<file path="src/hdl/session_lifecycle_controller_defines.svh">
// ----------------------------------------------------------------------------
// session_lifecycle_controller_defines
// Assertion macros used by the session controller RTL.
// ----------------------------------------------------------------------------
`ifndef SESSION_LIFECYCLE_CONTROLLER_DEFINES_SVH
`define SESSION_LIFECYCLE_CONTROLLER_DEFINES_SVH

// same-cycle implication, disabled during reset
`define SLC_ASSERT(label, ante, cons, msg) \
   label: assert property (@(posedge clock) disable iff (reset) (ante) |-> (cons)) \
      else $error(msg);

// next-cycle implication, disabled during reset
`define SLC_ASSERT_NEXT(label, ante, cons, msg) \
   label: assert property (@(posedge clock) disable iff (reset) (ante) |=> (cons)) \
      else $error(msg);

`endif

</file>
<file path="src/hdl/slc_pkg.sv">
// ----------------------------------------------------------------------------
// slc_pkg
// Types and codes for the session lifecycle controller.
// ----------------------------------------------------------------------------
package slc_pkg;

   typedef enum logic [3:0] {
      PH_IDLE         = 4'd0,
      PH_CONNECTING   = 4'd1,
      PH_ASSOCIATED   = 4'd2,
      PH_DISCOVERING  = 4'd3,
      PH_DISCOVERED   = 4'd4,
      PH_SUBSCRIBING  = 4'd5,
      PH_REPORTING    = 4'd6,
      PH_RECONNECTING = 4'd7,
      PH_DEGRADED     = 4'd8,
      PH_FAILED       = 4'd9,
      PH_CLOSED       = 4'd10
   } phase_type;

   typedef enum logic [2:0] {
      REQ_QUERY    = 3'd0,
      REQ_BEGIN    = 3'd1,
      REQ_COMPLETE = 3'd2,
      REQ_REPORT   = 3'd3,
      REQ_DISCOVER = 3'd4,
      REQ_DEGRADE  = 3'd5,
      REQ_FAIL     = 3'd6,
      REQ_CLOSE    = 3'd7
   } req_kind_type;

   // op_kind codes; 5..7 carry no meaning
   localparam logic [2:0] OP_NONE      = 3'd0;
   localparam logic [2:0] OP_CONNECT   = 3'd1;
   localparam logic [2:0] OP_DISCOVER  = 3'd2;
   localparam logic [2:0] OP_SUBSCRIBE = 3'd3;
   localparam logic [2:0] OP_RECONNECT = 3'd4;

   // link flag bit positions
   localparam int LF_ASSOC = 0;
   localparam int LF_DISC  = 1;
   localparam int LF_SUBS  = 2;
   localparam int LF_REPT  = 3;

   // configuration register indexes
   localparam logic [1:0] CSR_WANT_CONNECTED    = 2'd0;
   localparam logic [1:0] CSR_WANT_DISCOVERY    = 2'd1;
   localparam logic [1:0] CSR_WANT_SUBSCRIPTION = 2'd2;
   localparam logic [1:0] CSR_WANT_REPORTING    = 2'd3;

   typedef struct packed {
      phase_type  phase;
      logic [3:0] link;
      logic [3:0] busy;
   } sess_state_type;

   typedef struct packed {
      logic       accepted;
      logic       stale;
      logic       next_valid;
      logic [2:0] next_op;
   } step_status_type;

endpackage

</file>
<file path="src/hdl/slc_step.sv">
// ----------------------------------------------------------------------------
// slc_step
// Next-state logic for one event plus next-operation priority select.
// ----------------------------------------------------------------------------
module slc_step #(
   parameter int GEN_WIDTH = 32
) (
   input  slc_pkg::sess_state_type  cur_state,
   input  logic [GEN_WIDTH-1:0]     cur_gen,
   input  logic [3:0]               want,
   input  logic [2:0]               ev_type,
   input  logic [2:0]               ev_op,
   input  logic                     ev_ok,
   output slc_pkg::sess_state_type  nxt_state,
   output logic [GEN_WIDTH-1:0]     nxt_gen,
   output slc_pkg::step_status_type status
);

   logic [3:0] op_mask;
   logic       any_want;
   logic       ev_accepted;
   logic       ev_stale;

   function automatic logic [3:0] op_bit(input logic [2:0] op);
      logic [3:0] b;
      b = 4'b0;
      case (op)
         slc_pkg::OP_CONNECT:   b = 4'b0001;
         slc_pkg::OP_DISCOVER:  b = 4'b0010;
         slc_pkg::OP_SUBSCRIBE: b = 4'b0100;
         slc_pkg::OP_RECONNECT: b = 4'b1000;
         default:               b = 4'b0;
      endcase
      return b;
   endfunction

   assign op_mask  = op_bit(ev_op);
   assign any_want = |want;

   always_comb begin
      nxt_state   = cur_state;
      nxt_gen     = cur_gen;
      ev_accepted = 1'b0;
      ev_stale    = 1'b0;
      unique case (slc_pkg::req_kind_type'(ev_type))
         slc_pkg::REQ_QUERY: begin
         end
         slc_pkg::REQ_BEGIN: begin
            if (op_mask != 4'b0) begin
               ev_accepted = 1'b1;
               if ((cur_state.busy & op_mask) == 4'b0) begin
                  if (ev_op == slc_pkg::OP_RECONNECT) begin
                     ev_stale = 1'b1;
                     nxt_gen  = cur_gen + GEN_WIDTH'(1);
                  end else if (cur_state.phase == slc_pkg::PH_CLOSED ||
                               cur_state.phase == slc_pkg::PH_FAILED) begin
                     nxt_gen = cur_gen + GEN_WIDTH'(1);
                  end else if (ev_op == slc_pkg::OP_CONNECT &&
                               !cur_state.link[slc_pkg::LF_ASSOC]) begin
                     nxt_gen = cur_gen + GEN_WIDTH'(1);
                  end
                  nxt_state.busy = cur_state.busy | op_mask;
                  case (ev_op)
                     slc_pkg::OP_CONNECT:   nxt_state.phase = slc_pkg::PH_CONNECTING;
                     slc_pkg::OP_DISCOVER:  nxt_state.phase = slc_pkg::PH_DISCOVERING;
                     slc_pkg::OP_SUBSCRIBE: nxt_state.phase = slc_pkg::PH_SUBSCRIBING;
                     default:               nxt_state.phase = slc_pkg::PH_RECONNECTING;
                  endcase
               end
            end
         end
         slc_pkg::REQ_COMPLETE: begin
            nxt_state.busy = cur_state.busy & ~op_mask;
            if (ev_ok) begin
               case (ev_op)
                  slc_pkg::OP_CONNECT, slc_pkg::OP_RECONNECT: begin
                     nxt_state.link  = 4'b0001;
                     nxt_state.phase = slc_pkg::PH_ASSOCIATED;
                  end
                  slc_pkg::OP_DISCOVER: begin
                     nxt_state.link[slc_pkg::LF_DISC] = 1'b1;
                     nxt_state.phase                  = slc_pkg::PH_DISCOVERED;
                  end
                  slc_pkg::OP_SUBSCRIBE: begin
                     nxt_state.link[slc_pkg::LF_SUBS] = 1'b1;
                     nxt_state.link[slc_pkg::LF_REPT] = 1'b1;
                     nxt_state.phase                  = slc_pkg::PH_REPORTING;
                  end
                  default: begin
                  end
               endcase
            end else begin
               ev_stale = 1'b1;
               case (ev_op)
                  slc_pkg::OP_CONNECT: begin
                     nxt_state.link[slc_pkg::LF_ASSOC] = 1'b0;
                     nxt_state.phase                   = slc_pkg::PH_FAILED;
                  end
                  slc_pkg::OP_DISCOVER: begin
                     nxt_state.link[slc_pkg::LF_DISC] = 1'b0;
                     nxt_state.phase                  = slc_pkg::PH_DEGRADED;
                  end
                  slc_pkg::OP_SUBSCRIBE: begin
                     nxt_state.link[slc_pkg::LF_SUBS] = 1'b0;
                     nxt_state.link[slc_pkg::LF_REPT] = 1'b0;
                     nxt_state.phase                  = slc_pkg::PH_DEGRADED;
                  end
                  slc_pkg::OP_RECONNECT: begin
                     nxt_state.link  = 4'b0;
                     nxt_state.phase = slc_pkg::PH_DEGRADED;
                  end
                  default: nxt_state.phase = slc_pkg::PH_FAILED;
               endcase
            end
         end
         slc_pkg::REQ_REPORT: begin
            nxt_state.link[slc_pkg::LF_SUBS] = 1'b1;
            nxt_state.link[slc_pkg::LF_REPT] = 1'b1;
            nxt_state.phase                  = slc_pkg::PH_REPORTING;
         end
         slc_pkg::REQ_DISCOVER: begin
            nxt_state.link[slc_pkg::LF_DISC] = 1'b1;
            nxt_state.phase                  = slc_pkg::PH_DISCOVERED;
         end
         slc_pkg::REQ_DEGRADE: begin
            ev_stale        = 1'b1;
            nxt_state.phase = slc_pkg::PH_DEGRADED;
         end
         slc_pkg::REQ_FAIL: begin
            ev_stale        = 1'b1;
            nxt_state.phase = slc_pkg::PH_FAILED;
         end
         slc_pkg::REQ_CLOSE: begin
            ev_stale        = 1'b1;
            nxt_state.busy  = 4'b0;
            nxt_state.link  = 4'b0;
            nxt_state.phase = slc_pkg::PH_CLOSED;
         end
         default: begin
         end
      endcase
   end

   // next operation, fixed priority on the updated state
   always_comb begin
      status.accepted   = ev_accepted;
      status.stale      = ev_stale;
      status.next_valid = 1'b1;
      status.next_op    = slc_pkg::OP_NONE;
      if (any_want && (nxt_state.phase == slc_pkg::PH_FAILED ||
                       nxt_state.phase == slc_pkg::PH_DEGRADED ||
                       nxt_state.phase == slc_pkg::PH_CLOSED)) begin
         status.next_op = slc_pkg::OP_RECONNECT;
      end else if (!nxt_state.link[slc_pkg::LF_ASSOC] && nxt_gen != '0 && any_want) begin
         status.next_op = slc_pkg::OP_RECONNECT;
      end else if (want[slc_pkg::CSR_WANT_CONNECTED] && !nxt_state.link[slc_pkg::LF_ASSOC]) begin
         status.next_op = slc_pkg::OP_CONNECT;
      end else if (want[slc_pkg::CSR_WANT_DISCOVERY] && !nxt_state.link[slc_pkg::LF_DISC]) begin
         status.next_op = slc_pkg::OP_DISCOVER;
      end else if (want[slc_pkg::CSR_WANT_SUBSCRIPTION] &&
                   (!nxt_state.link[slc_pkg::LF_SUBS] || !nxt_state.link[slc_pkg::LF_REPT])) begin
         status.next_op = slc_pkg::OP_SUBSCRIBE;
      end else if (want[slc_pkg::CSR_WANT_REPORTING] && !nxt_state.link[slc_pkg::LF_REPT]) begin
         status.next_op = slc_pkg::OP_SUBSCRIBE;
      end else begin
         status.next_valid = 1'b0;
      end
   end

endmodule

</file>
<file path="src/hdl/session_lifecycle_controller.sv">
// ----------------------------------------------------------------------------
// session_lifecycle_controller: one event in, one status item out.
// A req passes the input register, then the result register, before rsp valid.
// Throughput 1 item per cycle unless rsp_ready stalls; session state updates as the item leaves the input register.
// Synchronous reset: phase idle, all flags, generation, stamp and want bits cleared.
// ----------------------------------------------------------------------------
`include "session_lifecycle_controller_defines.svh"

module session_lifecycle_controller #(
   parameter int GEN_WIDTH = 32
) (
   input  logic        clock,
   input  logic        reset,

   input  logic        csr_valid,
   output logic        csr_ready,
   input  logic [1:0]  csr_index,
   input  logic        csr_wdata,

   input  logic        req_valid,
   output logic        req_ready,
   input  logic [2:0]  req_type,
   input  logic [2:0]  req_op_kind,
   input  logic        req_op_success,
   input  logic [47:0] req_report_time,

   output logic        rsp_valid,
   input  logic        rsp_ready,
   output logic [3:0]  rsp_phase,
   output logic        rsp_is_associated,
   output logic        rsp_is_discovered,
   output logic        rsp_is_subscribed,
   output logic        rsp_is_reporting,
   output logic [3:0]  rsp_busy_mask,
   output logic [31:0] rsp_generation,
   output logic        rsp_next_valid,
   output logic [2:0]  rsp_next_op,
   output logic        rsp_accepted,
   output logic        rsp_stale_pulse,
   output logic [47:0] rsp_last_report
);

   logic [3:0]               want_ff;

   logic                     s1_valid_ff;
   logic [2:0]               s1_type_ff;
   logic [2:0]               s1_op_ff;
   logic                     s1_ok_ff;
   logic [47:0]              s1_time_ff;
   logic                     s1_fire;

   slc_pkg::sess_state_type  state_ff;
   slc_pkg::sess_state_type  state_in;
   logic [GEN_WIDTH-1:0]     gen_ff;
   logic [GEN_WIDTH-1:0]     gen_in;
   logic [47:0]              stamp_ff;
   logic [47:0]              stamp_in;
   logic [63:0]              gen_wide;
   slc_pkg::step_status_type step_status;

   logic                     rsp_valid_ff;
   slc_pkg::sess_state_type  rsp_state_ff;
   logic [31:0]              rsp_gen_ff;
   slc_pkg::step_status_type rsp_status_ff;
   logic [47:0]              rsp_stamp_ff;

   assign csr_ready = 1'b1;
   assign s1_fire   = s1_valid_ff && (!rsp_valid_ff || rsp_ready);
   assign req_ready = !s1_valid_ff || s1_fire;

   always_ff @(posedge clock) begin
      if (reset) begin
         want_ff <= 4'b0;
      end else if (csr_valid) begin
         want_ff[csr_index] <= csr_wdata;
      end
   end

   always_ff @(posedge clock) begin
      if (reset) begin
         s1_valid_ff <= 1'b0;
      end else if (req_ready) begin
         s1_valid_ff <= req_valid;
      end
      if (req_valid && req_ready) begin
         s1_type_ff <= req_type;
         s1_op_ff   <= req_op_kind;
         s1_ok_ff   <= req_op_success;
         s1_time_ff <= req_report_time;
      end
   end

   slc_step #(
      .GEN_WIDTH (GEN_WIDTH)
   ) u_step (
      .cur_state (state_ff),
      .cur_gen   (gen_ff),
      .want      (want_ff),
      .ev_type   (s1_type_ff),
      .ev_op     (s1_op_ff),
      .ev_ok     (s1_ok_ff),
      .nxt_state (state_in),
      .nxt_gen   (gen_in),
      .status    (step_status)
   );

   assign stamp_in = (s1_type_ff == slc_pkg::REQ_REPORT) ? s1_time_ff : stamp_ff;
   assign gen_wide = 64'(gen_in);

   always_ff @(posedge clock) begin
      if (reset) begin
         state_ff.phase <= slc_pkg::PH_IDLE;
         state_ff.link  <= 4'b0;
         state_ff.busy  <= 4'b0;
         gen_ff         <= '0;
         stamp_ff       <= 48'b0;
         rsp_valid_ff   <= 1'b0;
      end else begin
         if (s1_fire) begin
            state_ff     <= state_in;
            gen_ff       <= gen_in;
            stamp_ff     <= stamp_in;
            rsp_valid_ff <= 1'b1;
         end else if (rsp_ready) begin
            rsp_valid_ff <= 1'b0;
         end
      end
      if (s1_fire) begin
         rsp_state_ff  <= state_in;
         rsp_gen_ff    <= gen_wide[31:0];
         rsp_status_ff <= step_status;
         rsp_stamp_ff  <= stamp_in;
      end
   end

   assign rsp_valid         = rsp_valid_ff;
   assign rsp_phase         = rsp_state_ff.phase;
   assign rsp_is_associated = rsp_state_ff.link[slc_pkg::LF_ASSOC];
   assign rsp_is_discovered = rsp_state_ff.link[slc_pkg::LF_DISC];
   assign rsp_is_subscribed = rsp_state_ff.link[slc_pkg::LF_SUBS];
   assign rsp_is_reporting  = rsp_state_ff.link[slc_pkg::LF_REPT];
   assign rsp_busy_mask     = rsp_state_ff.busy;
   assign rsp_generation    = rsp_gen_ff;
   assign rsp_next_valid    = rsp_status_ff.next_valid;
   assign rsp_next_op       = rsp_status_ff.next_op;
   assign rsp_accepted      = rsp_status_ff.accepted;
   assign rsp_stale_pulse   = rsp_status_ff.stale;
   assign rsp_last_report   = rsp_stamp_ff;

   `SLC_ASSERT_NEXT(a_gen_hold, !s1_fire, $stable(gen_ff), "generation moved without an item")
   `SLC_ASSERT(a_closed_clear, state_ff.phase == slc_pkg::PH_CLOSED, state_ff.busy == 4'b0 && state_ff.link == 4'b0, "closed session holds busy or link flags")
   `SLC_ASSERT(a_none_op, rsp_valid_ff && !rsp_status_ff.next_valid, rsp_status_ff.next_op == slc_pkg::OP_NONE, "next op set without next valid")
   `SLC_ASSERT(a_stale_begin, rsp_valid_ff && rsp_status_ff.accepted && rsp_status_ff.stale, rsp_state_ff.phase == slc_pkg::PH_RECONNECTING, "stale begin not a reconnect")

endmodule

</file>
<file path="config.mk">
export PLATFORM = sky130hd
export DESIGN_NAME = session_lifecycle_controller
export DESIGN_NICKNAME = d
export VERILOG_FILES = /design/src/hdl/slc_pkg.sv /design/src/hdl/slc_step.sv /design/src/hdl/session_lifecycle_controller.sv
export VERILOG_INCLUDE_DIRS = /design/src /design/src/hdl
export SDC_FILE = /design/constraint.sdc
export NUM_CORES = 1
export LEC_CHECK = 0
export BUFFER_PORTS_ARGS = -buffer_cell sky130_fd_sc_hd__buf_2
export CORE_MARGIN = 3
export CORE_UTILIZATION = 61
export DETAILED_ROUTE_END_ITERATION = 8
export PLACE_DENSITY = 0.91
export REMOVE_ABC_BUFFERS = 1
export SLEW_MARGIN = 20
export SYNTH_ARGS = -nofsm -noshare
export SYNTH_HDL_FRONTEND = slang
export SYNTH_SLANG_ARGS = --single-unit
export TNS_END_PERCENT = 50
</file>
<file path="constraint.sdc">
create_clock -name clock -period 10.5 [get_ports clock]
set_clock_uncertainty 0.1 [all_clocks]
set_input_delay 1.05 -clock clock [delete_from_list [all_inputs] [get_ports clock]]
set_output_delay 1.05 -clock clock [all_outputs]
set_load 0.05 [all_outputs]
</file>
Word level (Yosys, flattened, before mapping). Cells that the tools add are included.

Output and inout port bits: 101. Input port bits: 63. Bits in registers: 251.

Mux-type cells: 43. Bitwise gates (word level): 4. Eq/ne operators: 16. $add $sub $neg: 1. Order comparisons: 2. Reductions and logical operators: 37.

Operators by type and width (number): two-way mux 32 bit (6); two-way mux 48 bit (1); adder 32 x 1 -> 32 bit (second input constant) (1); nonzero test 32 bit (1); case mux 4 bit (7 select lines) (1); case mux 4 bit (3 select lines) (2); equality test 4 bit (second input constant) (5); two-way mux 4 bit (4); case mux 4 bit (4 select lines) (1); equality test 3 bit (second input constant) (5); two-way mux 1 bit (13); equality test 3 x 2 -> 1 bit (second input constant) (4); logical AND 1 bit (11); two-way mux 3 bit (3); case mux 3 bit (3 select lines) (1); OR reduction 3 bit (3); bitwise AND 4 bit (2); two-way mux 8 bit (1); OR reduction 2 bit (4); zero test 1 bit (7); equality test 3 x 1 -> 1 bit (second input constant) (2); logical OR 1 bit (6); case mux 1 bit (3 select lines) (2); case mux 2 bit (3 select lines) (1); other kinds (14) (16).

Depth between registers and ports, before layout. Gate-level depths: netlist of the first run.

Depth in word-level cells: 12. Gate-level depth with buffers: 12. Gate-level depth less buffers: 10.

Modules after synthesis. Synthesis of the first run repeated with hierarchy kept, for this count alone.

Cells, all modules: 990. Area, all modules: 11462.2 um2.

Modules (own cells, without submodules): session_lifecycle_controller (sequential area each 6556.3 um2, area an instance 9232.6 um2, times used 1, cells each 646); slc_step (sequential area each 0.0 um2, area an instance 2229.6 um2, times used 1, cells each 344).

Worst setup path after synthesis of the first run. OpenSTA, ideal clock, no wires.

Path kind: input -> register. Start: input port rsp_ready. End: register rsp_status_ff, in the netlist rsp_accepted (enable). Slack: 5.361 ns. Arrival: 4.539 ns. Stages: 5. Required time: 9.899 ns. Path through: nor2b_1 > nand2b_1 > inv_1 > clkbuf_1 > clkbuf_1.

Longest elaborated chain between the ends: 2.

Ends and longest elaborated chain: start, declared (line session_lifecycle_controller.sv:28) `input logic rsp_ready,`; logical OR 1 bit (line session_lifecycle_controller.sv:68) `assign s1_fire = s1_valid_ff && (!rsp_valid_ff || rsp_ready);`; logical AND 1 bit (line session_lifecycle_controller.sv:68); net s1_fire (line session_lifecycle_controller.sv:50) `logic s1_fire;`; end signal, assigned (line session_lifecycle_controller.sv:131) `rsp_status_ff <= step_status;`; end, declared (line session_lifecycle_controller.sv:64) `slc_pkg::step_status_type rsp_status_ff;`.

The timed path passes the listed nets, and every way through them passes these cells. A chain may end at the register's enable or synchronous reset.

Final worst setup path of the first run.
Start: register s1_op_ff[0]. End: register rsp_status_ff, in the netlist rsp_next_op[1] (data pin).

Longest elaborated chain between the ends: 12. Elaborated cells on any way between the ends: 57. Classes of those cells: 7 x eq/ne; 26 x mux; 1 x bitwise; 23 x reduce/logical.

Ends and longest elaborated chain: start, declared (line session_lifecycle_controller.sv:47) `logic [2:0] s1_op_ff;`; start signal, assigned (line session_lifecycle_controller.sv:87) `s1_op_ff <= req_op_kind;`; parallel branches: the longest is 6 deep, another holds two-way mux 32 bit; two-way mux 32 bit * (line slc_step.sv:49) `if (op_mask != 4'b0) begin`; two-way mux 32 bit * (line slc_step.sv:45) `unique case (slc_pkg::req_kind_type'(ev_type))`; net gen_in[29] (line session_lifecycle_controller.sv:55) `logic [GEN_WIDTH-1:0] gen_in;`; nonzero test 32 bit * (line slc_step.sv:154) `end else if (!nxt_state.link[slc_pkg::LF_ASSOC] && nxt_gen != '0 && any_want) begin`; logical AND 1 bit * (2 in a row) (line slc_step.sv:154); OR reduction 3 bit (no line) *.

Mark *: on every way through the listed nets, which the timed path passes.

==> results.md, run 1 <==
* Total power at 2.27 mW
* Min Tclk post-route at 4.03 ns
* Total global routing overflow at 0
* CP required at 10.79 ns
* CTS Sinks at 251
* Maxcap violations at 0
* RSZ-0062 raised after global routing: no
* Root buffer cell: clkbuf_16
* Post_cts resized at 0
* Synth area leaders: edfxtp_1 43%, dfxtp_1 18%, nor2_1 6.3%
* Netlist cell types at 73
* Total GRT Usage at 25.0%
* Setup Viol. Count Final at 0
* Initial antenna violation count at 4
* EDFF count, synth at 153
* Pleak at 4.75 nW
* RR Endpoint: rsp_next_op[1]$_SDFFCE_PP0P_
* HP Class: register to register
* Setup_tns at 0 ns
* Max-slew headroom at 26.3%
* Setup crit end: rsp_next_op[1]$_SDFFCE_PP0P_
* Flop pwr share at 49.7%
* Pins over their slew limit at 0
* Post-route antenna net violation count at 0
* Internal power at 1.69 mW
* Worst r2r path cells at 9
* Cts bufs inserted at 25
* Hold Violations, Final at 0
* Worst setup SP type: register
* Most frequent cell after synthesis: nor2_1
* Top Ports at 164
* Period utilisation layout at 38.4%
* Combinational share of power at 10.4%
* Layout area overhead at 15.8%
* Core footprint at 0.0169 sq mm
* Layout Nets at 1155
* CTS tree: yes
* Crit-path max cell delay at 0.73 ns
* Largest net degree at the start of global routing at 115
* Critical path origin: s1_op_ff[0]$_DFFE_PP_
* Initial DRC count at 811
* Share of cells above drive strength 1 at 25.5%
* Worst-Margin Slew at 1.11 ns
* Critical Path AT at 4.32 ns
* Die height at 139 um
* Via-to-Cell Ratio at 5.98
* Number of global-route vias before repair at 7690
* Synth top cells by count: 182 x nor2_1, 153 x edfxtp_1, 98 x dfxtp_1, 66 x nor3_1, 55 x clkbuf_1
* Clock Power Share at 39.9%
* Mapped cell area at 0.0108 sq mm
* Cells along the critical path: mux2_2, o211ai_1, and3_1, nand3_1, xnor2_1, or4b_1, o31ai_2, inv_2, nor3_2
* FF-to-FF Start: s1_op_ff[0]$_DFFE_PP_
* Switching Fraction at 25.7%
* First-pass GRT wire length at 39900 um
* Via count at 7963
* Hold_buf cts at 0
* Die X at 139 um
* H-tree depth at 1
* Wirelength per Cell at 18.8 um
* Crit path kind: register to register
* Yosys reg bits at 251
* Starting Density at 63.6%
* Synth top area share at 42.6%
* Status: finished, final reports clean
* Drt first pass iters at 5
* GP Congestion at 0.935
* Worst IR Drop VDD at 193 uV
* P_sw at 0.584 mW
* Async set-reset flop share out of synthesis at 0%
* Die Area at 0.0193 sq mm
* Clk slew on worst S/H paths at 0.07 ns
* Area leader, netlist: edfxtp_1
* Syn avg cell area at 11.1 sq um
* Row count at 47
* CTS max path bufs at 3
* FMAX at 0.248 GHz
* IO buf count at 162
* R2r setup slk at 6.47 ns
* Post-CTS setup buffers at 0
* DRC at 0
* Post-synthesis sequential area ratio at 60.9%
* Synthesized netlist cell count at 968
* HPWL Detailed at 15300 um
* Largest fanout on the critical path at 19
* Post-synth top flop: edfxtp_1
* Crit. End Element: register
* Final Routed Wirelength at 25000 um
* P per Cell Area at 182 mW/mm^2
* CP max stage cell: edfxtp_1
* Worst skew pair latency at 0.54 ns
* Yosys warning count at 0
-- cells in the final DEF (no fill, tap or decap), drive strengths merged, types with 3 or more instances in the layout --
master   count
nor2       182
buf        168
edfxtp     153
dfxtp       98
nor3        67
mux2        51
nand2       47
xnor2       36
clkbuf      35
xor2        31
nand3       21
a21oi       21
inv         21
o21ai       17
nand4       16
a211oi      14
nor4         9
a31oi        8
and3         7
mux2i        7
clkinv       7
nor2b        6
or3          6
and2         6
or2          5
a211o        5
nand2b       5
or4          4
and4         3
o21a         3
a2111oi      3
or4b         3
a221oi       3
o31ai        3
-- sequential cells by signal, indices dropped and copies added (netlist names), 4 cells and up --
register and flops:
gen_ff 32, stamp_ff 48, s1_time_ff 48, want_ff 4, rsp_generation 32, state_ff 12, rsp_last_report 48, rsp_busy_mask 4
rsp_phase 4
-- cell families after synthesis --
| family | count (synthesis) | share of synthesized area (%) |
|---|---|---|
| flops | 251 | 60.9 |
| fa+ha+maj | 1 | 0.116 |
| other cells | 1 | 0.0348 |
| xor+xnor | 67 | 5.45 |
| compound gates | 102 | 6.58 |
| mux | 58 | 5.98 |
| buf+inv | 91 | 3.40 |
| simple gates | 397 | 17.6 |
-- power groups by stage --
stage	clock network, mW	registers (mW)	logic, mW
floorplan	0	1.22	0.0967
global placement	0	1.15	0.225
detailed placement	0	1.15	0.232
CTS	0.913	1.13	0.236
global route	0.954	1.13	0.252
finish	0.906	1.13	0.236
-- stage by stage --
step	cells	hold WS, ns	area, sq um	util [%]	setup WS [ns]
after floorplan	896	0.361	10500	-	3.88
after global placement	1284	0.379	11600	68.7	6.37
after detailed placement	1284	0.388	11600	68.7	6.28
after CTS	1330	0.395	12500	73.6	6.51
after global routing	1331	0.413	12500	73.6	6.17
final	1332	0.394	12500	73.6	6.47
-- critical path, delay by kind of cell, from the launching register on --
family / cells / cell delay [ns]
compound gates: 2 / 0.92
xor+xnor: 1 / 0.17
buf+inv: 1 / 0.08
flops: 1 / 0.73
mux: 1 / 0.45
simple gates: 4 / 1.43
-- worst min path at each step --
| stage | slack, ns | cells past startpoint | endpoint | from |
|---|---|---|---|---|
| finish | 0.39 | 2 | stamp_ff[14]$_SDFFE_PP0P_ | stamp_ff[14]$_SDFFE_PP0P_ |
| global placement | 0.38 | 2 | stamp_ff[21]$_SDFFE_PP0P_ | stamp_ff[21]$_SDFFE_PP0P_ |
| CTS | 0.39 | 2 | stamp_ff[14]$_SDFFE_PP0P_ | stamp_ff[14]$_SDFFE_PP0P_ |
| detailed placement | 0.39 | 2 | stamp_ff[23]$_SDFFE_PP0P_ | stamp_ff[23]$_SDFFE_PP0P_ |
| floorplan | 0.36 | 2 | gen_ff[30]$_SDFFE_PP0P_ | gen_ff[30]$_SDFFE_PP0P_ |
| global route | 0.41 | 2 | stamp_ff[37]$_SDFFE_PP0P_ | stamp_ff[37]$_SDFFE_PP0P_ |
-- metal layers --
metal | vias up | track usage (%) | routed length (um)
li1 | 3711 | - | -
met1 | 3774 | 33.5 | 10200
met2 | 391 | 41.0 | 12000
met3 | 81 | 6.00 | 2000
met4 | 6 | 7.16 | 770
met5 | - | 0 | 36
-- area by class of cell --
cell class                 instances  area, sq um
tap                              220          275
clock buffer                      35          734
multi-input combinational        626         3860
antenna                            2         5.00
sequential                       251         6560
inverter                          19         76.3
timing repair buffer             168          858
clock inverter                    11          105
fill                            1109         4460
(Power assumes the default switching activity.)
==> inputs of run 2 (changes only) <==
ABC_AREA = 1   (was unset)
CORE_UTILIZATION = 51   (was 61)
PLACE_DENSITY = 0.82   (was 0.91)
clock period = 3.4 ns   (was 10.5 ns; I/O delays follow)
==> results.md, run 2 <==
* H-tree depth at 1 (unchanged)
* Starting Density at 52.5% (-11 points)
* FMAX at 0.331 GHz (+34%)
* Yosys reg bits at 251 (unchanged)
* Pleak at 5.90 nW (+24%)
* Final core area utilization at 64.9% (-8.7 points)
* Final Routed Wirelength at 25800 um (+2.9%)
* Via-to-Cell Ratio at 5.16 (-14%)
* Via count at 8585 (+7.8%)
* Post-synth top flop: edfxtp_1
* Hold_buf cts at 55 (+55)
* Share of cells above drive strength 1 at 18.2% (-7.3 points)
* ANT cells at 0 (-2)
* Worst skew pair latency at 0.53 ns (about the same)
* Most frequent cell after synthesis: inv_1
* Synthesized netlist cell count at 1168 (+21%)
* Initial antenna violation count at 0 (-4)
* EDFF count, synth at 153 (unchanged)
* Setup Viol. Count Final at 0 (unchanged)
* Hold Violations, Final at 0 (unchanged)
* Min Tclk post-route at 3.02 ns (-1.01 ns)
* Period utilisation layout at 88.8% (+50 points)
* CTS Sinks at 251 (unchanged)
* Max-slew headroom at 42.8% (+16 points)
* CP max stage cell: edfxtp_1
* Row count at 52 (+11%)
* Yosys warning count at 0 (unchanged)
* Post-route antenna net violation count at 0 (unchanged)
* HPWL Detailed at 15600 um (+1.7%)
* Cts bufs inserted at 26 (+4.0%)
* Synth Area in Adders at 0.116% (+0.00020 points)
* Crit path max-delay family: simple AND/OR/NAND/NOR gates
* Worst setup SP type: register
* CP required at 3.57 ns (-7.22 ns)
* Post-synthesis compound-gate area fraction at 13.7% (+7.1 points)
* Post_cts resized at 0 (unchanged)
* Status: finished, final reports clean
* Number of global-route vias before repair at 8397 (+9.2%)
* Drt first pass iters at 5 (unchanged)
* Die Area at 0.0229 sq mm (+19%)
* Synth top area share at 42.7% (+0.074 points)
* Layout Nets at 1439 (+25%)
* Hold WS at 0.00952 ns (-0.385 ns)
* Synth top cells by count: 231 x inv_1, 178 x nand2_1, 156 x o21ai_0, 153 x edfxtp_1, 101 x a21oi_1
* Worst-Margin Slew at 0.859 ns (-0.247 ns)
* IO buf count at 162 (unchanged)
* Netlist cell types at 44 (-40%)
* Post-CTS setup buffers at 0 (unchanged)
* Layout area overhead at 23.7%
* Mapped cell area at 0.0108 sq mm (-0.17%)
* Top Ports at 164 (unchanged)
* Crit path kind: register to register
* Async set-reset flop share out of synthesis at 0% (unchanged)
* RSZ-0062 raised after global routing: no
* Most common cell after layout, fill and taps aside: inv_1
* Buffer and inverter count on the worst path at 3 (+2)
* Maxcap violations at 0 (unchanged)
* DRC at 0 (unchanged)
* Syn avg cell area at 9.21 sq um (-17%)
* Fillers at 1551 (+40%)
* Clk slew on worst S/H paths at 0.06 ns (about the same)
* P per Cell Area at 570 mW/mm^2 (+210%)
* GP Congestion at 0.892 (-4.6%)
* Crit-path max cell delay at 0.54 ns (-0.19 ns)
* Placed inst area at 0.0118 sq mm (+1.5%)
* Wirelength per Cell at 15.5 um (-18%)
* First-pass GRT wire length at 41700 um (+4.3%)
* Post-placement setup slack at 0.395 ns (-5.88 ns)
* Worst IR Drop VDD at 498 uV (+160%)
* Most frequent cells in the layout: 229 x inv_1, 177 x nand2_1, 162 x buf_2
* Mux cell area share after synthesis at 0% (-6.0 points)
* Setup ws final at 0.379 ns (-6.09 ns)
* Crit. End Element: register
* Synth area leaders: edfxtp_1 43%, dfxtp_1 18%, inv_1 8.1%
* Register Area at 0.00656 sq mm (unchanged)
* Largest fanout on the critical path at 24 (+5)
* CP most frequent cell: nand2_1
* Area leader, netlist: edfxtp_1
* Fin area at 0.0133 sq mm (+6.7%)
* HP Class: primary input to register
* Initial DRC count at 565 (-30%)
* Area of the multi-input gates at 0.00311 sq mm (-19%)
* Largest family of logic cells by synthesized area: simple AND/OR/NAND/NOR gates
* CTS max path bufs at 3 (unchanged)
* Total power at 7.58 mW (+230%)
* Largest net degree at the start of global routing at 176 (+53%)
* Die X at 151 um (+8.9%)
* Die height at 151 um (+8.9%)
* CTS tree: yes
* Post-synthesis sequential area ratio at 61.0% (+0.11 points)
* Total GRT Usage at 22.5% (-2.4 points)
* Area share of xor/xnor cells in the synthesized design at 0.233% (-5.2 points)
* Cells along the critical path: inv_2, nand2_1, inv_1, nand2_2, inv_4, nand3_4, nor2_1, nand2_1, nand2_1, nand3_1, nor2_1, nand2_1, nor2_1, nand2_1, nand3_2, nand2_1
* Root buffer cell: clkbuf_16
* Total global routing overflow at 0 (unchanged)
* Synth Area in Simple Gates at 14.7% (-2.9 points)
* Critical Path AT at 3.19 ns (-1.13 ns)
* Pins over their slew limit at 0 (unchanged)
* Core footprint at 0.0205 sq mm (+21%)
run 2: cell count changes after synthesis, moves of 21 or more:
| cell | change |
|---|---|
| o21ai_0 | +139 |
| nand3_1 | +21 |
| mux2_2 | -51 |
| xor2_1 | -30 |
| xnor2_1 | -36 |
| nor3_1 | -54 |
| nor2_1 | -119 |
| inv_1 | +213 |
| nand2_1 | +131 |
| a21oi_1 | +80 |
run 2: power breakdown:
| group | switching (mW) | internal [mW] | total [mW] |
|---|---|---|---|
| logic | 0.643 | 0.252 | 0.895 |
| clock network | 1.17 | 1.97 | 3.15 |
| registers | 0.0887 | 3.45 | 3.54 |
run 2: through the flow:
step | instances | setup TNS, ns
after global placement | 1562 | 0
after floorplan | 1122 | -404.04
after detailed placement | 1562 | 0
after global routing | 1665 | 0
after CTS | 1665 | 0
final | 1665 | 0
run 2: final cells by class:
cell class                 instances  area share [%]
timing repair buffer             225            10.9
sequential                       251            49.3
multi-input combinational        633            23.4
clock inverter                    18            2.05
inverter                         238            6.75
clock buffer                      30            5.15
tap                              270            2.54
run 2: per-layer routing:
layer	routed length, um	GRT usage (%)	vias to the layer above	part of all wire (%)
met2	12500	39.0	312	48
met4	631	6.07	0	2.5
met5	0	0	-	0
li1	-	-	4273	-
met3	1930	4.76	41	7.5
met1	10700	28.8	3959	42
run 2: final timing paths:
path | startpoint | to | slack, ns | cells after the start
hold / removal | req_valid | s1_valid_ff$_SDFFE_PP0N_ | 0.01 | 3
setup reg to reg | s1_type_ff[2]$_DFFE_PP_ | rsp_next_op[2]$_SDFFCE_PP1P_ | 0.38 | 16
setup / recovery | s1_type_ff[2]$_DFFE_PP_ | rsp_next_op[2]$_SDFFCE_PP1P_ | 0.38 | 16
hold reg to reg | want_ff[3]$_SDFFE_PP0P_ | want_ff[3]$_SDFFE_PP0P_ | 0.37 | 2
run 2: tightest hold or removal path, delay by kind of cell:
| kind | cells | cell delay (ns) |
|---|---|---|
| AO/OA/AOI/OAI | 1 | 0.07 |
| buffers and inverters | 1 | 0.09 |
| AND/OR/NAND/NOR | 1 | 0.09 |
run 2: cells by family after synthesis:
kind of cell | after synthesis
simple gates | 345
compound gates | 284
buf+inv | 284
flops | 251
xor+xnor | 2
fa+ha+maj | 1
other cells | 1
